[config.mk]
export PLATFORM = sky130hd
export DESIGN_NAME = plt_div
export DESIGN_NICKNAME = d
export VERILOG_FILES = /design/src/sv/plt_pkg.sv /design/src/sv/plt_div.sv
export SDC_FILE = /design/constraint.sdc
export NUM_CORES = 1
export LEC_CHECK = 0
export BUFFER_PORTS_ARGS = -buffer_cell sky130_fd_sc_hd__buf_2
export CAP_MARGIN = 0
export CORE_UTILIZATION = 25
export DETAILED_ROUTE_END_ITERATION = 12
export MAX_ROUTING_LAYER = met4
export PLACE_DENSITY_LB_ADDON = 0.1
export SYNTH_ARGS = -nofsm -noshare
export SYNTH_HDL_FRONTEND = slang
export SYNTH_SLANG_ARGS = --single-unit
[constraint.sdc]
create_clock -name clk -period 6.1 [get_ports clk]
set_input_delay 0.305 -clock clk [delete_from_list [all_inputs] [get_ports clk]]
set_output_delay 0.305 -clock clk [all_outputs]
set_load 0.005 [all_outputs]
[src/sv/plt_pkg.sv]
// ----------------------------------------------------------------------------
// plt_pkg
// Shared constants, types and state encoding for the piecewise-linear
// time lookup block.
// ----------------------------------------------------------------------------
`default_nettype none

package plt_pkg;

  localparam int TABLE_DEPTH = 256;
  localparam int ADDR_W      = $clog2(TABLE_DEPTH);
  localparam int FRAC_BITS   = 16;
  localparam int DATA_W      = 32;
  localparam int INDEX_W     = 8;
  localparam int COUNT_W     = 9;
  localparam int SPAN_W      = DATA_W + 1;
  localparam int ALPHA_W     = FRAC_BITS + 1;
  localparam int PROD_W      = SPAN_W + ALPHA_W + 1;
  localparam int DIV_CNT_W   = $clog2(FRAC_BITS + 1);

  localparam logic OP_WRITE = 1'b0;
  localparam logic OP_QUERY = 1'b1;

  typedef enum logic [3:0] {
    ST_IDLE,
    ST_RD_FIRST,
    ST_CHK_FIRST,
    ST_RD_LAST,
    ST_CHK_LAST,
    ST_SEARCH,
    ST_SEARCH_CHK,
    ST_SPAN,
    ST_DIV,
    ST_MUL,
    ST_SUM,
    ST_DONE
  } state_t;

  typedef struct packed {
    logic              en;
    logic [ADDR_W-1:0] addr;
    logic [DATA_W-1:0] time_val;
    logic [DATA_W-1:0] value_val;
  } tbl_wr_t;

  typedef struct packed {
    logic              en;
    logic [ADDR_W-1:0] addr;
  } tbl_rd_t;

  typedef struct packed {
    logic [DATA_W-1:0] time_val;
    logic [DATA_W-1:0] value_val;
  } tbl_data_t;

  typedef struct packed {
    logic              start;
    logic [SPAN_W-1:0] offset;
    logic [SPAN_W-1:0] span;
  } div_req_t;

  typedef struct packed {
    logic                 done;
    logic [FRAC_BITS-1:0] quot;
  } div_rsp_t;

endpackage

`default_nettype wire

[src/sv/plt_div.sv]
// ----------------------------------------------------------------------------
// plt_div
// Restoring fraction divider: one quotient bit per cycle, giving
// (offset << FRAC_BITS) / span for 0 < offset < span.
// ----------------------------------------------------------------------------
`default_nettype none

module plt_div (
  input  wire logic              clk,
  input  wire logic              rst_n,
  input  wire plt_pkg::div_req_t req,
  output plt_pkg::div_rsp_t      rsp
);
  import plt_pkg::*;

  logic                 busy_r, busy_nxt;
  logic                 done_r, done_nxt;
  logic [DIV_CNT_W-1:0] cnt_r, cnt_nxt;
  logic [SPAN_W-1:0]    rem_r, rem_nxt;
  logic [SPAN_W-1:0]    span_r, span_nxt;
  logic [FRAC_BITS-1:0] quot_r, quot_nxt;
  logic [SPAN_W:0]      shifted;
  logic [SPAN_W:0]      reduced;
  logic                 fits;

  always_ff @(posedge clk) begin
    if (!rst_n) begin
      busy_r <= 1'b0;
      done_r <= 1'b0;
    end else begin
      busy_r <= busy_nxt;
      done_r <= done_nxt;
    end
  end

  always_ff @(posedge clk) begin
    cnt_r  <= cnt_nxt;
    rem_r  <= rem_nxt;
    span_r <= span_nxt;
    quot_r <= quot_nxt;
  end

  always_comb begin
    shifted  = {rem_r, 1'b0};
    reduced  = shifted - {1'b0, span_r};
    fits     = (shifted >= {1'b0, span_r});
    busy_nxt = busy_r;
    done_nxt = 1'b0;
    cnt_nxt  = cnt_r;
    rem_nxt  = rem_r;
    span_nxt = span_r;
    quot_nxt = quot_r;
    if (req.start) begin
      busy_nxt = 1'b1;
      cnt_nxt  = DIV_CNT_W'(FRAC_BITS);
      rem_nxt  = req.offset;
      span_nxt = req.span;
      quot_nxt = '0;
    end else if (busy_r) begin
      rem_nxt  = fits ? reduced[SPAN_W-1:0] : shifted[SPAN_W-1:0];
      quot_nxt = {quot_r[FRAC_BITS-2:0], fits};
      cnt_nxt  = cnt_r - DIV_CNT_W'(1);
      if (cnt_r == DIV_CNT_W'(1)) begin
        busy_nxt = 1'b0;
        done_nxt = 1'b1;
      end
    end
  end

  assign rsp.done = done_r;
  assign rsp.quot = quot_r;

endmodule

`default_nettype wire

After elaboration in Yosys (flattened, before gate mapping)
Index checks and enable logic that the tools add are counted.
W data, S select, Z words.
- muxes and demuxes: 7
- $lt $le $gt $ge: 1
- add/sub/neg operators: 2
- reduce and logical (&&, ||, !) cells: 2
- bitwise operators: 2
- eq/ne operators: 1
- operator list (operator ; number):
    $mux W33 ; 3
    $ge A34 B33 Y1 ; 1
    $sub A33 B33 Y33 ; 1
    $eq A5 B1 Y1 const B ; 1
    $sub A5 B1 Y5 const B ; 1
    $mux W1 ; 4
    $reduce_or A3 Y1 ; 1
    $not A1 Y1 ; 2
    $reduce_bool A2 Y1 ; 1
- word-level logic and storage cells: 21
- register bits: 89
- output and inout port bits: 17
- input port bits: 69

Logic depth before layout (Yosys ltp)
Gate-level depths: netlist (run 1).
- depth in word-level cells: 4
- gate-level depth with buffers: 14
- mapped depth without buffers: 10

Worst setup path before layout (run 1)
Ideal clock, no wire load.
- path type: register to register
- start: register rem_r[3]
- end: register rem_r[21] (data pin)
- library setup time: 0.261 ns
- slack: 3.454 ns
- cell stages (with the launch flop): 10
- clock period less this slack: 2.646 ns
- path buffers: 0
- arrival: 2.385 ns
- data required time: 5.839 ns
- path through: edfxtp_1 -> ha_1 -> a21o_1 -> a211o_1 -> o211ai_4 -> o21ai_2 -> a211oi_2 -> o21a_1 -> o311ai_1 -> a221o_1
- word-level cells in the longest chain between the ends: 4
- elaborated cells on any way between the ends: 5
- classes of those cells: add/sub (1); order compare (1); mux (3)
- RTL lines (element ; RTL line ; text):
    start, declared ; plt_div.sv:19 ; logic [SPAN_W-1:0] rem_r, rem_nxt;
    start signal, assigned ; plt_div.sv:38 ; rem_r <= rem_nxt;
    $sub A33 B33 Y33 / $ge A34 B33 Y1 (equally long branches) ; plt_div.sv:45, plt_div.sv:46 ;
    $mux W33 * ; plt_div.sv:60 ; rem_nxt = fits ? reduced[SPAN_W-1:0] : shifted[SPAN_W-1:0];
    $mux W33 * ; plt_div.sv:59 ; end else if (busy_r) begin
    $mux W33 * ; plt_div.sv:53 ; if (req.start) begin
    named net rem_nxt[21] ; plt_div.sv:19 ;
The timed path passes the listed nets; every way through them passes the cells marked *. The select of a mux whose other input is x is not followed.
A chain may end at the register's enable or synchronous reset.

Worst setup path in the final report (run 1)
- start: register rem_r[14]
- end: register rem_r[1] (data pin)
- word-level cells in the longest chain between the ends: 4
- RTL lines (element ; RTL line ; text):
    $ge A34 B33 Y1 ; plt_div.sv:46 ; fits = (shifted >= {1'b0, span_r});
    $mux W33 ; plt_div.sv:60 ;
    $mux W33 ; plt_div.sv:59 ;
    $mux W33 ; plt_div.sv:53 ;
    named net rem_nxt[1] ; plt_div.sv:19 ;
The timed path passes the listed nets, and every way through them passes these cells. The select of a mux whose other input is x is not followed.

==> results of run 1 <==
==> worst max-delay path: stages, from the launching register on <==
cell and delay (ns):
sky130_fd_sc_hd__edfxtp_1 0.41, sky130_fd_sc_hd__ha_1 0.42, sky130_fd_sc_hd__a21oi_2 0.21, sky130_fd_sc_hd__nor2_1 0.08, sky130_fd_sc_hd__or3_4 0.39, sky130_fd_sc_hd__nand4bb_4 0.25
sky130_fd_sc_hd__nand3b_2 0.13, sky130_fd_sc_hd__and2_1 0.43, sky130_fd_sc_hd__buf_4 0.39, sky130_fd_sc_hd__o21ai_1 0.11, sky130_fd_sc_hd__mux2_2 0.27
==> kinds of logic after synthesis <==
| family | count (synthesis) | synth area share [%] |
|---|---|---|
| simple gates | 193 | 16.9 |
| fa+ha+maj | 36 | 8.22 |
| compound gates | 143 | 17.9 |
| xor+xnor | 25 | 3.93 |
| mux | 18 | 3.26 |
| flops | 89 | 43.8 |
| buf+inv | 74 | 5.97 |
==> routing by layer <==
metal,track usage [%],vias to the layer above,wire [µm]
met2,22.3,85,6770
met4,4.00,0,171
met3,3.07,10,582
met5,-,-,0
li1,-,2251,-
met1,17.8,2126,7230
==> state kept, by name (all words and copies together), names as in the netlist <==
name / cells
span_r: 33
quot_r: 16
cnt_r: 5
rem_r: 33
done_r: 1
busy_r: 1
==> cells in the mapped netlist (all sizes together) (3+ instances only) <==
master / number
mux2i: 17
a31oi: 25
xnor2: 19
clkbuf: 14
o211ai: 7
nor4: 3
ha: 35
a21oi: 33
buf: 11
a221o: 4
nor3: 10
nand2: 63
nand4: 4
a211oi: 7
a21o: 11
o21a: 3
edfxtp: 66
o21bai: 4
o2111ai: 3
and3: 11
nor2: 62
nand3: 9
o31ai: 6
inv: 48
o311ai: 3
xor2: 6
and4: 4
and2: 3
dfxtp: 23
nand2b: 8
or3: 4
nor2b: 4
o21ai: 20
==> stage by stage <==
stage	power, mW	utilization [%]	hold slack, ns	cell area, µm²	cells
global route	2.52	30.0	0.0934	6540	941
detailed placement	1.78	28.6	0.479	6230	923
CTS	2.38	30.0	0.0965	6540	939
global placement	1.78	28.6	0.477	6230	923
floorplan	1.57	-	0.404	5570	578
finish	2.34	30.0	0.112	6540	941
==> power by group <==
group / switching [mW] / internal [mW]
combinational: 0.566 / 0.396
sequential: 0.0452 / 0.758
clock: 0.285 / 0.293
total: 0.896 / 1.45
==> how the worst max path moves through the flow <==
stage / startpoint / cells past startpoint / endpoint
after floorplan: rem_r[3] / 9 / rem_r[21]
after global routing: rem_r[24] / 8 / rem_r[31]
after global placement: rem_r[18] / 10 / rem_r[1]
final: rem_r[14] / 10 / rem_r[1]
after detailed placement: rem_r[23] / 8 / rem_r[31]
after CTS: rem_r[23] / 8 / rem_r[31]
==> layout make-up <==
type	instances	area, µm²	area share (%)
multi-input combinational	415	2800	42.7
sequential	89	2440	37.3
timing repair buffer	90	463	7.08
clock inverter	7	76.3	1.17
antenna	2	5.00	0.0765
inverter	49	184	2.81
tap	280	350	5.36
clock buffer	9	225	3.44
==> metrics.csv, run 1 <==
stage,metric,value,unit
status,outcome,"complete, no violations",
detailed_routing,Via density,4.75,
detailed_routing,number of nets with antenna violations after routing,0,
logic_synthesis,Synthesized Nets,683,
global_routing,via count of the first global-routing pass,4665,
sta,post-route worst setup slack,2.76,ns
setup_path,Worst R2R End,rem_r[1],
cells_and_area,"most common cell after layout, fill and taps aside",sky130_fd_sc_hd__buf_2,
place,weighted congestion reported at the end of routability-driven placement,0.798,
logic_synthesis,Gate Count Post-Synth,578,
logic_synthesis,Post-Syn Area,0.00557,mm²
cts,setup bufs post-CTS,0,
place,buffers added on ports,85,
sta,"Setup violations, final",0,
detailed_routing,router iterations before antenna repair,4,
cts,Max clock buf depth,2,
sta,"Min Clock Period, post-route",3.34,ns
floorplanning,number of standard-cell rows in the floorplan,54,
logic_synthesis,count of different cell masters after synthesis,73,
worst_hold_path,class of the worst hold path,input pin to flip-flop,
logic_synthesis,sequential fraction of the synthesis area,43.8,%
setup_path,r2r startpoint,rem_r[14],
cells_and_area,fraction of layout instances using a drive strength above 1,18.8,%
sta,final number of hold-violating endpoints,0,
worst_hold_path,worst hold path stage count,1,
worst_hold_path,hold worst-path end,span_r[20],
logic_synthesis,count of flip-flops with a built-in enable after synthesis,66,
place,HPWL after DPL,10700,µm
floorplanning,CORE AREA,0.0218,mm²
setup_path,class of the most critical setup path,flip-flop to flip-flop,
floorplanning,die extent in y,151,µm
floorplanning,overall die width,151,µm
global_routing,wire length of the first global-routing pass,23800,µm
detailed_routing,Routed WL per cell,15.7,µm
logic_synthesis,share of async-settable or async-resettable flops after synthesis,0,%
detailed_routing,Total Routed Length,14700,µm
global_routing,largest net degree at the start of global routing,55,
sta,number of max-slew violations in the final report,0,
power,total power divided by cell area,358,mW/mm²
detailed_routing,Remaining DRCs,0,
flow_run,count of max-cap constraint violations,0,
logic_synthesis,cells taking the most area after synthesis,"sky130_fd_sc_hd__edfxtp_1 (36%), sky130_fd_sc_hd__dfxtp_1 (8.3%), sky130_fd_sc_hd__ha_1 (7.9%), sky130_fd_sc_hd__nand2_1 (4.2%), sky130_fd_sc_hd__nor2_1 (4.2%)",
setup_path,slack of the worst reg-to-reg path,2.76,ns
floorplanning,I/O Pins,86,
detailed_routing,total via count after detailed routing,4472,
setup_path,CP required,6.21,ns
sta,final cycle utilization of the critical path,54.8,%
cells_and_area,"commonest non-fill, non-tap cells in the layout","sky130_fd_sc_hd__buf_2 (85), sky130_fd_sc_hd__edfxtp_1 (66), sky130_fd_sc_hd__nand2_1 (63), sky130_fd_sc_hd__nor2_1 (62), sky130_fd_sc_hd__inv_1 (48)",
setup_path,endpoint type of the worst setup path,flip-flop,
cts,clock transition at the register clock pins on the worst setup and hold paths after CTS,0.08,ns
cts,TritonCTS Buffers,9,
logic_synthesis,flip-flop cell with the highest count after synthesis,sky130_fd_sc_hd__edfxtp_1,
cells_and_area,Area Growth Syn to Fin,17.4,%
floorplanning,Die Area,0.0229,mm²
sta,timing-limited maximum frequency,299,MHz
sta,Worst Clk Skew,0.0105,ns
cts,CTS sink cnt,89,
cts,CTS HTree Levels,3,
cells_and_area,number of nets in the layout,759,
setup_path,Crit path arrival time,3.45,ns
power,leakage dissipation,2.77,nW
logic_synthesis,post-synth top area share,35.6,%
cells_and_area,fill cell count,2318,
worst_hold_path,startpoint of the most critical hold path,req[20],
global_routing,antenna violations before repair,2,
cts,clock root buffer,sky130_fd_sc_hd__clkbuf_16,
power,highest ir drop seen on vdd,0.137,mV
cts,clock network latency to the later pin of the worst-skew pair,0.36,ns
cts,CTS-repair resized insts,0,
global_routing,overflow left after global routing,0,
cts,CTS tree,done,
sta,Fin Setup TNS,0,ns
global_routing,GRT Resource Usage Total,14.0,%
logic_synthesis,register bit total from synthesis,89,
cts,Hold Buf Count CTS,0,
detailed_routing,initial DRC count,218,
setup_path,Worst setup SP type,flip-flop,
logic_synthesis,number of warnings printed during yosys synthesis,0,
setup_path,R2R depth,10,
sta,max-slew headroom at the worst pin,33.2,%
sta,transition at the pin with the smallest max-transition slack,0.999,ns
place,Setup WS pre-CTS,2.70,ns
logic_synthesis,Post-Synthesis Mean Instance Area,9.64,µm²
sta,setup repair after global routing missed its margin,false,
logic_synthesis,most area-hungry cell type in the Yosys netlist,sky130_fd_sc_hd__edfxtp_1,
setup_path,largest fanout on the critical path,24,
floorplanning,Initial Utilization,25.5,%
(Power assumes the default switching activity.)
==> inputs of run 2 (changes only) <==
- clock period: 6.1 -> 2.8 ns (I/O delays scaled with it)
==> run 2 against run 1 <==
Critical path depth stayed put. Clock power is 120% higher. Register-to-register slack worse by 2.7 ns. Clock skew is 0.0015 ns lower. Critical endpoint is now rem_r[32]. Power grew to 2.5 times the previous value. Setup slack worse by 2.7 ns.
==> metrics.csv, run 2 (synthesized netlist as in run 1, its figures left out) <==
stage,metric,value,unit
status,outcome,"complete, no violations",
sta,final number of hold-violating endpoints,0,
setup_path,cell family with most CP delay,compound AO/OA/AOI/OAI gates,
cells_and_area,fraction of layout instances using a drive strength above 1,31.7,%
detailed_routing,total via count after detailed routing,4969,
floorplanning,die extent in y,151,µm
power,final total power,5.93,mW
floorplanning,Die Area,0.0229,mm²
sta,"Setup violations, final",0,
global_routing,antenna violations before repair,1,
detailed_routing,router iterations before antenna repair,6,
sta,transition at the pin with the smallest max-transition slack,0.664,ns
sta,final cycle utilization of the critical path,97.5,%
setup_path,endpoint type of the worst setup path,flip-flop,
floorplanning,number of standard-cell rows in the floorplan,54,
worst_hold_path,class of the worst hold path,input pin to flip-flop,
sta,number of max-slew violations in the final report,0,
cts,clock network latency to the later pin of the worst-skew pair,0.36,ns
flow_run,count of max-cap constraint violations,0,
cts,clock transition at the register clock pins on the worst setup and hold paths after CTS,0.08,ns
detailed_routing,Remaining DRCs,0,
floorplanning,I/O Pins,86,
cells_and_area,number of nets in the layout,873,
sta,Worst Clk Skew,0.00908,ns
setup_path,Worst setup SP type,flip-flop,
sta,setup repair after global routing missed its margin,true,
sta,timing-limited maximum frequency,366,MHz
sta,post-route worst setup slack,0.0693,ns
cts,CTS HTree Levels,3,
detailed_routing,Routed WL per cell,15.8,µm
setup_path,Crit path arrival time,2.84,ns
power,leakage dissipation,3.33,nW
place,HPWL after DPL,12300,µm
place,Setup WS pre-CTS,-0.188,ns
setup_path,CP required,2.91,ns
setup_path,buffers plus inverters on the worst setup path,1,
cells_and_area,"commonest non-fill, non-tap cells in the layout","sky130_fd_sc_hd__buf_2 (85), sky130_fd_sc_hd__buf_4 (83), sky130_fd_sc_hd__edfxtp_1 (66), sky130_fd_sc_hd__nand2_1 (62), sky130_fd_sc_hd__nor2_1 (62)",
cts,CTS sink cnt,89,
cells_and_area,Area Growth Syn to Fin,40.4,%
setup_path,stage delay of the slowest cell on the critical path,0.44,ns
cts,TritonCTS Buffers,9,
sta,"Min Clock Period, post-route",2.73,ns
global_routing,GRT Resource Usage Total,15.4,%
floorplanning,CORE AREA,0.0218,mm²
detailed_routing,initial DRC count,198,
cts,Max clock buf depth,2,
setup_path,crit path cell chain,ha_4 > a21oi_4 > nor2_1 > or3_4 > nand4bb_4 > buf_4 > a31o_1 > a21oi_2 > xnor2_1 > a221o_1,
setup_path,largest fanout on the critical path,4,
cts,clock root buffer,sky130_fd_sc_hd__clkbuf_16,
global_routing,overflow left after global routing,0,
power,highest ir drop seen on vdd,0.334,mV
detailed_routing,number of nets with antenna violations after routing,0,
setup_path,crit path max-delay cell type,sky130_fd_sc_hd__edfxtp_1,
cells_and_area,Largest regs,"rem_r (33), span_r (33), quot_r (16)",
cells_and_area,count of non-filler cells in the finished layout,1054,
sta,max-slew headroom at the worst pin,55.5,%
cells_and_area,"most common cell after layout, fill and taps aside",sky130_fd_sc_hd__buf_2,
global_routing,largest net degree at the start of global routing,39,
place,weighted congestion reported at the end of routability-driven placement,0.820,
floorplanning,overall die width,151,µm
global_routing,wire length of the first global-routing pass,26000,µm
power,total power divided by cell area,759,mW/mm²
place,instance count after placement with tap cells included,993,
detailed_routing,Via density,4.71,
cells_and_area,Final Util,35.8,%
cts,CTS tree,done,
floorplanning,Initial Utilization,25.5,%
setup_path,class of the most critical setup path,flip-flop to flip-flop,
detailed_routing,Total Routed Length,16600,µm
global_routing,via count of the first global-routing pass,5181,
place,buffers added on ports,85,
==> run 2: per-layer routing <==
| metal | part of all wire (%) | global-route usage, % |
|---|---|---|
| met1 | 46 | 18.7 |
| met2 | 48 | 25.2 |
| met3 | 4.0 | 3.10 |
| met4 | 1.4 | 5.20 |
| met5 | 0 | - |
==> run 2: worst paths after layout <==
path,start,endpoint,slack [ns],cells past startpoint
hold / removal,req[33],rem_r[0],0.06,3
hold reg to reg,quot_r[15],quot_r[15],0.51,2
setup reg to reg,rem_r[14],rem_r[32],0.07,10
setup / recovery,rem_r[14],rem_r[32],0.07,10
==> run 2: cell type report <==
class | instances | area [µm²]
inverter | 49 | 184
fill | 2242 | 14000
timing repair buffer | 204 | 1430
sequential | 89 | 2440
tap | 280 | 350
clock inverter | 7 | 78.8
clock buffer | 9 | 225
antenna | 1 | 2.50
multi-input combinational | 415 | 3110
==> run 2: stage by stage <==
stage                     hold WS [ns]  area (µm²)  setup TNS [ns]
after floorplan                  0.239        5570               0
after global placement           0.316        6790           -3.66
after detailed placement         0.318        6790           -3.93
final                           0.0588        7820               0
after CTS                       0.0389        7500               0
after global routing            0.0703        7820          -0.144
==> run 2: where the power goes <==
part           internal, mW  switching (mW)  leakage [nW]
clock network         0.640           0.643         0.150
logic                  1.43            1.45          2.34
registers              1.65           0.127         0.839
total                  3.72            2.22          3.33
==> run 2: worst reg2reg max path, stage by stage, from the launching register on <==
cell and delay, ns:
sky130_fd_sc_hd__edfxtp_1 0.44, sky130_fd_sc_hd__ha_4 0.29, sky130_fd_sc_hd__a21oi_4 0.16, sky130_fd_sc_hd__nor2_1 0.07, sky130_fd_sc_hd__or3_4 0.39, sky130_fd_sc_hd__nand4bb_4 0.23
sky130_fd_sc_hd__buf_4 0.16, sky130_fd_sc_hd__a31o_1 0.21, sky130_fd_sc_hd__a21oi_2 0.14, sky130_fd_sc_hd__xnor2_1 0.07, sky130_fd_sc_hd__a221o_1 0.33
==> run 2: what timing repair did <==
action,4_1_cts,5_1_grt
cloned,0,0
pin swaps,4,16
hold buffers,34,0
setup buffers,1,10
gates resized for setup,10,43
endpoints found under the setup margin,32,26
endpoints found under the hold margin,35,0
==> inputs of run 3 (changes only) <==
==> constraint.sdc (replaced) <==
create_clock -name clk -period 2.8 [get_ports clk]
set_input_delay 0 -clock clk [delete_from_list [all_inputs] [get_ports clk]]
set_output_delay 0 -clock clk [all_outputs]
set_load 0.005 [all_outputs]
==> run 3 against run 2 <==
Die area is the same. Core utilization grew 2.0 points. Hold slack lost 0.043 ns. Power grew 2.2%. Non-clock buffer count grew 25. Fmax grew 0.73%. Combinational power grew 5%. Critical path type unchanged. Largest cell class unchanged.
==> metrics.csv, run 3 (synthesized netlist as in run 1, its figures left out) <==
stage,metric,value,unit
status,outcome,"complete, no violations",
global_routing,overflow left after global routing,0,
setup_path,stage delay of the slowest cell on the critical path,0.44,ns
place,DP Area,0.00673,mm²
global_routing,wire length of the first global-routing pass,26200,µm
power,leakage dissipation,3.45,nW
floorplanning,I/O Pins,86,
cts,CTS tree,done,
place,Setup WS pre-CTS,-0.227,ns
detailed_routing,number of nets with antenna violations after routing,0,
floorplanning,CORE AREA,0.0218,mm²
sta,Worst Clk Skew,0.00986,ns
cts,clock transition at the register clock pins on the worst setup and hold paths after CTS,0.08,ns
cells_and_area,fraction of layout instances using a drive strength above 1,33.7,%
place,weighted congestion reported at the end of routability-driven placement,0.845,
setup_path,crit path cell chain,ha_4 > a21oi_2 > o21ai_1 > or3_4 > nand4bb_4 > buf_4 > a31o_1 > a21oi_2 > xnor2_1 > a221o_1,
cells_and_area,multi-input gate area in the final layout,0.00328,mm²
cells_and_area,count of non-filler cells in the finished layout,1079,
detailed_routing,Total Routed Length,16500,µm
sta,Hold WS,0.0154,ns
power,final total power,6.06,mW
detailed_routing,initial DRC count,144,
floorplanning,overall die width,151,µm
floorplanning,Initial Utilization,25.5,%
setup_path,endpoint type of the worst setup path,flip-flop,
place,HPWL after DPL,12100,µm
setup_path,Worst setup SP type,flip-flop,
sta,timing-limited maximum frequency,369,MHz
sta,final cycle utilization of the critical path,96.8,%
sta,"Setup violations, final",0,
place,instance count after placement with tap cells included,987,
sta,transition at the pin with the smallest max-transition slack,0.539,ns
sta,Fin Setup TNS,0,ns
cells_and_area,fill cell count,2231,
floorplanning,Die Area,0.0229,mm²
setup_path,crit path max-delay cell type,sky130_fd_sc_hd__edfxtp_1,
cells_and_area,Largest regs,"rem_r (33), span_r (33), quot_r (16)",
setup_path,CP required,2.92,ns
cells_and_area,"commonest non-fill, non-tap cells in the layout","sky130_fd_sc_hd__buf_2 (85), sky130_fd_sc_hd__buf_4 (77), sky130_fd_sc_hd__edfxtp_1 (66), sky130_fd_sc_hd__dlygate4sd3_1 (62), sky130_fd_sc_hd__nand2_1 (60)",
cts,clock network latency to the later pin of the worst-skew pair,0.36,ns
setup_path,"Top cell by count, worst path",sky130_fd_sc_hd__a21oi_2,
sta,setup repair after global routing missed its margin,true,
flow_run,count of max-cap constraint violations,0,
sta,post-route worst setup slack,0.0891,ns
cts,CTS HTree Levels,3,
detailed_routing,Routed WL per cell,15.3,µm
global_routing,largest net degree at the start of global routing,34,
cells_and_area,register area,0.00244,mm²
setup_path,largest fanout on the critical path,5,
power,total power divided by cell area,735,mW/mm²
sta,final number of hold-violating endpoints,0,
cells_and_area,diode insertion count for antenna repair,0,
cts,TritonCTS Buffers,9,
cells_and_area,number of nets in the layout,899,
cells_and_area,"most common cell after layout, fill and taps aside",sky130_fd_sc_hd__buf_2,
cells_and_area,Area Growth Syn to Fin,48.1,%
sta,"Min Clock Period, post-route",2.71,ns
detailed_routing,router iterations before antenna repair,4,
detailed_routing,Via density,4.68,
worst_hold_path,class of the worst hold path,input pin to flip-flop,
sta,number of max-slew violations in the final report,0,
global_routing,antenna violations before repair,0,
global_routing,via count of the first global-routing pass,5232,
global_routing,GRT Resource Usage Total,15.4,%
setup_path,class of the most critical setup path,flip-flop to flip-flop,
sta,max-slew headroom at the worst pin,64.1,%
setup_path,slack of the worst reg-to-reg path,0.09,ns
cts,CTS sink cnt,89,
cts,clock root buffer,sky130_fd_sc_hd__clkbuf_16,
power,highest ir drop seen on vdd,0.284,mV
cells_and_area,Final Instance Area,0.00825,mm²
floorplanning,number of standard-cell rows in the floorplan,54,
cts,Max clock buf depth,2,
cells_and_area,Final Util,37.8,%
setup_path,Crit path arrival time,2.83,ns
detailed_routing,total via count after detailed routing,5052,
place,buffers added on ports,85,
floorplanning,die extent in y,151,µm
detailed_routing,Remaining DRCs,0,
## run 3: changes by cell type in the layout (fill, tap and decap cells not counted), moves of 3 or more
cell,delta
sky130_fd_sc_hd__a21oi_1,-3
sky130_fd_sc_hd__a21oi_2,+4
sky130_fd_sc_hd__buf_4,-6
sky130_fd_sc_hd__buf_6,+4
sky130_fd_sc_hd__dlygate4sd3_1,+28
sky130_fd_sc_hd__ha_1,-7
sky130_fd_sc_hd__ha_4,+8
sky130_fd_sc_hd__nor2_1,-3
sky130_fd_sc_hd__nor2_2,+3
## run 3: worst max-delay path: cells and delay by family (launching register included)
family | cells | cell delay, ns
AOI/OAI and AO/OA | 5 | 0.90
xor gates and xnor gates | 1 | 0.08
adders and majority gates | 1 | 0.26
buffers and inverters | 1 | 0.16
DFF | 1 | 0.44
and+or+nand+nor | 2 | 0.64
## run 3: final timing paths
check,start,to,cells after the start
max,rem_r[20],rem_r[32],10
min,req[49],rem_r[16],3
max reg2reg,rem_r[20],rem_r[32],10
min reg2reg,cnt_r[1],cnt_r[1],2
## run 3: timing repair
action | in CTS | in global routing
cloned | 0 | 1
hold buffers | 61 | 1
buffers inserted | 0 | 13
setup endpoints to repair | 32 | 27
endpoints found under the hold margin | 62 | 1
pin swaps | 2 | 26
gates resized for setup | 11 | 74
## run 3: layout make-up
type | count | area share (%)
Inverter | 49 | 2.23
Timing Repair Buffer | 229 | 20.5
Tap cell | 280 | 4.25
Clock inverter | 7 | 1.02
Sequential cell | 89 | 29.6
Multi-Input combinational cell | 416 | 39.7
Clock buffer | 9 | 2.73
## run 3: routing by layer
layer / GRT usage [%] / share of wire [%]
met2: 25.5 / 48
met1: 19.0 / 48
met3: 2.62 / 2.9
met4: 4.95 / 1.4
met5: - / 0
## run 3: where the power goes
group          switching (mW)  leakage (nW)  internal (mW)
registers               0.141         0.839           1.65
logic                    1.48          2.46           1.52
clock network           0.633         0.151          0.640
total                    2.25          3.45           3.81
